## src/hdl/dfm_pkg.sv

```systemverilog
`default_nettype none
// ----------------------------------------------------------------------------
// dfm_pkg
// Shared types and constants of the drum membrane time-step engine.
// ----------------------------------------------------------------------------
package dfm_pkg;

    typedef enum logic [4:0] {
        ST_CLEAR,
        ST_IDLE,
        ST_RD_C,
        ST_RD_U,
        ST_RD_D,
        ST_RD_L,
        ST_RD_R,
        ST_NB_R,
        ST_M_CB,
        ST_M_P,
        ST_M_S,
        ST_M_R,
        ST_M_N,
        ST_DIV_GO,
        ST_DIV_WAIT,
        ST_WB,
        ST_DONE
    } state_t;

    typedef enum logic [2:0] {
        REG_DAMPING_MU    = 3'd0,
        REG_COUPLING_RHO  = 3'd1,
        REG_BOUNDARY_GAIN = 3'd2,
        REG_LISTEN_COL    = 3'd3,
        REG_LISTEN_ROW    = 3'd4,
        REG_DOMAIN_COLS   = 3'd5,
        REG_DOMAIN_ROWS   = 3'd6
    } cfg_index_t;

    localparam logic KIND_CELL_WRITE = 1'b0;
    localparam logic KIND_AUDIO_STEP = 1'b1;

    localparam int CFG_BITS    = 18;
    localparam int SAMPLE_BITS = 24;
    localparam int COEF_BITS   = 16;
    localparam int DIV_BITS    = 17;

    typedef struct packed {
        logic busy;
        logic done;
    } div_status_t;

endpackage
`default_nettype wire

```

## src/hdl/dfm_div.sv

```systemverilog
`default_nettype none
// ----------------------------------------------------------------------------
// dfm_div
// Restoring unsigned divider by a 17-bit divisor, one quotient bit per cycle.
// ----------------------------------------------------------------------------
module dfm_div #(
    parameter int NB = 49
) (
    input  wire logic                         aclk,
    input  wire logic                         aresetn,
    input  wire logic                         start,
    input  wire logic [NB-1:0]                dividend,
    input  wire logic [dfm_pkg::DIV_BITS-1:0] divisor,
    output logic      [NB-1:0]                quotient,
    output dfm_pkg::div_status_t              status
);
    import dfm_pkg::*;

    localparam int CNTW = $clog2(NB + 1);

    logic [NB-1:0]       work_reg;
    logic [DIV_BITS-1:0] rem_reg;
    logic [CNTW-1:0]     cnt_reg;
    logic                busy_reg;
    logic                done_reg;
    logic [DIV_BITS:0]   trial;
    logic                qbit;

    assign trial = {rem_reg, work_reg[NB-1]};
    assign qbit  = (trial >= {1'b0, divisor});

    always_ff @(posedge aclk) begin
        if (!aresetn) begin
            busy_reg <= 1'b0;
            done_reg <= 1'b0;
            cnt_reg  <= '0;
        end else begin
            done_reg <= 1'b0;
            if (start) begin
                busy_reg <= 1'b1;
                cnt_reg  <= CNTW'(NB);
            end else if (busy_reg) begin
                cnt_reg <= cnt_reg - 1'b1;
                if (cnt_reg == CNTW'(1)) begin
                    busy_reg <= 1'b0;
                    done_reg <= 1'b1;
                end
            end
        end
    end

    always_ff @(posedge aclk) begin
        if (start) begin
            work_reg <= dividend;
            rem_reg  <= '0;
        end else if (busy_reg) begin
            rem_reg  <= qbit ? DIV_BITS'(trial - {1'b0, divisor}) : DIV_BITS'(trial);
            work_reg <= {work_reg[NB-2:0], qbit};
        end
    end

    assign quotient    = work_reg;
    assign status.busy = busy_reg;
    assign status.done = done_reg;
endmodule
`default_nettype wire

```

## config.mk

```make
export PLATFORM = sky130hd
export DESIGN_NAME = dfm_div
export DESIGN_NICKNAME = d
export VERILOG_FILES = /design/src/hdl/dfm_pkg.sv /design/src/hdl/dfm_div.sv
export SDC_FILE = /design/constraint.sdc
export NUM_CORES = 1
export LEC_CHECK = 0
export BUFFER_PORTS_ARGS = -buffer_cell sky130_fd_sc_hd__clkbuf_2
export CAP_MARGIN = 20
export CORE_ASPECT_RATIO = 1.25
export CORE_MARGIN = 1
export CORE_UTILIZATION = 30
export DETAILED_ROUTE_END_ITERATION = 6
export MAX_ROUTING_LAYER = met4
export PLACE_DENSITY_LB_ADDON = 0.08
export SYNTH_ARGS = -nofsm -noshare
export SYNTH_HDL_FRONTEND = slang
export SYNTH_SLANG_ARGS = --single-unit
```

## constraint.sdc

```tcl
create_clock -name aclk -period 6.1 [get_ports aclk]
set_input_delay 0.61 -clock aclk [delete_from_list [all_inputs] [get_ports aclk]]
set_output_delay 0.61 -clock aclk [all_outputs]
set_load 0.005 [all_outputs]
```

==> impl_results.md <==
- Post-Synth Simple-Gate Area: between 10% and 20%
- Initial drt markers: 131
- HP Start: rem_reg[3]
- Main synth FF type: edfxtp_1
- Remaining Overflow, GRT: 0
- Mapped cell area: ~0.0042 mm2
- CP Class: flop to flop
- Crit path max-delay family: compound AO/OA/AOI/OAI gates
- Post-cts resize count: 0
- Port bufs: around 120
- PD cells: ~270 mW/mm2
- Max-slew violations: 0
- Fin crit period: approximately 2.8 ns
- First-pass GRT wire length: 16400 um
- CP max stage delay: around 0.4 ns
- Synth area leaders: edfxtp_1, mux2_2, dfxtp_1, ha_1, a211oi_1
- Ports: 120
- FFs w/ async S/R, synth: 0%
- Drt first pass iters: 4
- Max reg flops: 49
- Bufs and invs on worst path: 2
- Vias per cell: roughly 5
- Setup TNS: 0 ns
- Gr usage total: approximately 15%
- Pre-CTS setup slack: between 2 and 3 ns
- Post-Syn Nets: roughly 470
- EDFF count, synth: slightly below 50
- Distinct cells, synth: 57
- Rows: 48
- Reg-to-reg setup timing slack: roughly 3.3 ns
- Seq/Total Area, Yosys: between 40% and 50%
- Nets: 580
- Clock tree root driver cell: clkbuf_16
- Final worst slack: 3.306 ns
- Worst VDD drop: ~110 uV
- Ant diodes: 0
- Ratio of final minimum period to clock period: 45.81%
- Critical R2R Launch: quotient[48]
- Worst setup EP type: flop
- Required @ worst endpoint: about 6.3 ns
- HPWL after DPL: around 7300 um
- Worst-path fanout max: 23
- Reg2Reg Depth: 10
- Clock sink total: 74
- Largest family of logic cells by synthesized area: multiplexers
- Max Freq: roughly 360 MHz
- Worst Skew: 0.002689 ns
- Hold depth: 2
- FF-to-FF End: rem_reg[0]
- Post-CTS setup buffers: 0
- Area Overhead vs Synth: 23.34%
- Synth Area in XOR/XNOR: under 10%
- Adder-cell share of the synthesized area: slightly above 6%
- Via count: 3358
- Initial antenna violation count: 0
- Post-synth top area share: between 30% and 40%
- Clk_lat worst skew: 0.32 ns
- Die Wd: between 100 and 150 um
- Normalized max-slew margin: between 40% and 50%
- # fillers: around 1400
- RSZ-0062 raised after global routing: false
- Worst path cell trace: inv_1, ha_1, inv_1, fa_1, a21o_1, a221o_1, nand3_2, nand3_4, mux2_2, a211oi_1
- Die area: 0.01456 mm2
- Max Cap Viol: 0
- Mapped Cells: approximately 380
- CTS Buf Count: 9
- Drt drc: 0
- CTS max path bufs: 2
- Setup-failing EPs final: 0
- Initial Util: 30.71%
- Outcome: complete, no violations
- Post-synthesis mux area share: 14.99%
- Complex-gate fraction of the synthesized area: about an eighth
- Max H-tree Level: 3
- Vias in the first global route: between 3000 and 4000
- Routed Antenna Nets: 0
- Cell accounting for the most synthesized area: edfxtp_1
- Hold EP: rem_reg[3]
- Hold_buf cts: 0
- Share of cells above drive strength 1: between 30 and 40%
- CTS tree: yes
- Worst-path clk slew: about 0.060 ns
- Multi-input gate area: about 0.0020 mm2
- Hold Fails Final Rpt: 0
- Routability cong.: slightly below 0.8
- Sequential cell area: about 0.002 mm2
- CP most frequent cell: inv_1
- Yosys warns: 0
- Largest net degree at the start of global routing: around 70
- Worst slew pin tran: 0.8618 ns
- WP data arrival: between 3 and 4 ns
- Pleak: ~2.2 nW
- Slowest-stage cell, CP: fa_1
- Mean Syn Cell Area: between 10 and 15 um2
- Critical path startpoint category: flop
- #FFs+latches synth: 74
- Chip height: between 100 and 150 um
- Avg WL per Cell: about 15 um
- Hold Path Class: flop to flop
- WL final: 10220 um
- Core Box Area: about 0.014 mm2
[placed cells by master (no fill, tap or decap), types with 3 or more instances in the layout]
| cell type | n |
|---|---|
| nand2_1 | 14 |
| nor4_1 | 3 |
| clkbuf_16 | 9 |
| inv_1 | 24 |
| ha_1 | 19 |
| nand3_1 | 7 |
| xnor2_1 | 8 |
| o21ai_0 | 8 |
| and3_1 | 4 |
| mux2_2 | 50 |
| nor2_1 | 30 |
| clkinv_2 | 5 |
| edfxtp_1 | 49 |
| a21o_1 | 5 |
| nand2b_1 | 3 |
| nor3_1 | 6 |
| a21oi_1 | 16 |
| nand4_1 | 10 |
| a211oi_1 | 15 |
| buf_4 | 3 |
| mux2i_1 | 7 |
| o31ai_1 | 3 |
| xor2_1 | 5 |
| clkbuf_2 | 119 |
| dfxtp_1 | 25 |
| a21boi_0 | 5 |
[per-layer routing]
layer,wire length (um),vias up,global-route usage (%)
met5,0,-,-
met4,244,0,6.469
met3,499,20,2.992
met2,4832,102,24.13
met1,4646,1584,18.29
li1,-,1652,-
[worst max path at each step]
stage               cells after the start  slack, ns         start            to
global placement                        5       2.98         start  quotient[31]
floorplan                               9       3.48    divisor[0]   quotient[0]
finish                                 10       3.31  quotient[48]    rem_reg[0]
global route                           10       3.09  quotient[48]   rem_reg[16]
CTS                                    10       3.29  quotient[48]    rem_reg[0]
detailed placement                      5       2.99         start  quotient[31]
[cell type report]
type                            count  area share (%)
Inverter                           25           1.801
Clock inverter                      6          0.6484
Multi-Input combinational cell    259           39.24
Sequential cell                    74           37.85
Tap cell                          175           4.203
Clock buffer                       10           4.395
Timing Repair Buffer              122           11.86
[metrics by stage]
step	utilization [%]	area, um2	std cells	power (mW)	hold slack (ns)
2_1_floorplan	-	4224	379	0.8565	0.4681
3_3_place_gp	35.97	4947	655	0.9617	0.4823
3_5_place_dp	35.97	4947	655	0.9609	0.4878
4_1_cts	37.88	5210	671	1.451	0.4978
5_1_grt	37.88	5210	671	1.505	0.5108
6_report	37.88	5210	671	1.423	0.5002
[cell usage after synthesis (all sizes together), types with 5 or more instances]
| cell | instances |
|---|---|
| mux2 | 50 |
| edfxtp | 49 |
| nor2 | 30 |
| dfxtp | 25 |
| inv | 24 |
| ha | 19 |
| a21oi | 16 |
| a211oi | 15 |
| nand2 | 15 |
| buf | 13 |
| nand4 | 11 |
| o21ai | 10 |
| nand3 | 9 |
| clkbuf | 8 |
| xnor2 | 8 |
| mux2i | 7 |
| nor3 | 6 |
| a21boi | 5 |
| a21o | 5 |
| xor2 | 5 |
[cells by family after synthesis]
logic type	after synthesis
buffers and inverters	46
AOI/OAI and AO/OA	78
and+or+nand+nor	91
adders and majority gates	20
xor gates and xnor gates	13
DFF	74
muxes	57
[power breakdown]
part | switching (mW) | total [mW] | internal [mW]
clock | 0.201 | 0.474 | 0.272
sequential | 0.0310 | 0.628 | 0.597
combinational | 0.171 | 0.322 | 0.150
total | 0.404 | 1.42 | 1.02
[worst register-to-register path, stage by stage (launching register included)]
cell,delay [ns]
edfxtp_1,0.37
inv_1,0.08
ha_1,0.15
inv_1,0.05
fa_1,0.40
a21o_1,0.23
a221o_1,0.34
nand3_2,0.15
nand3_4,0.31
mux2_2,0.40
a211oi_1,0.21
Note: power is estimated with default switching activity, not from simulation.
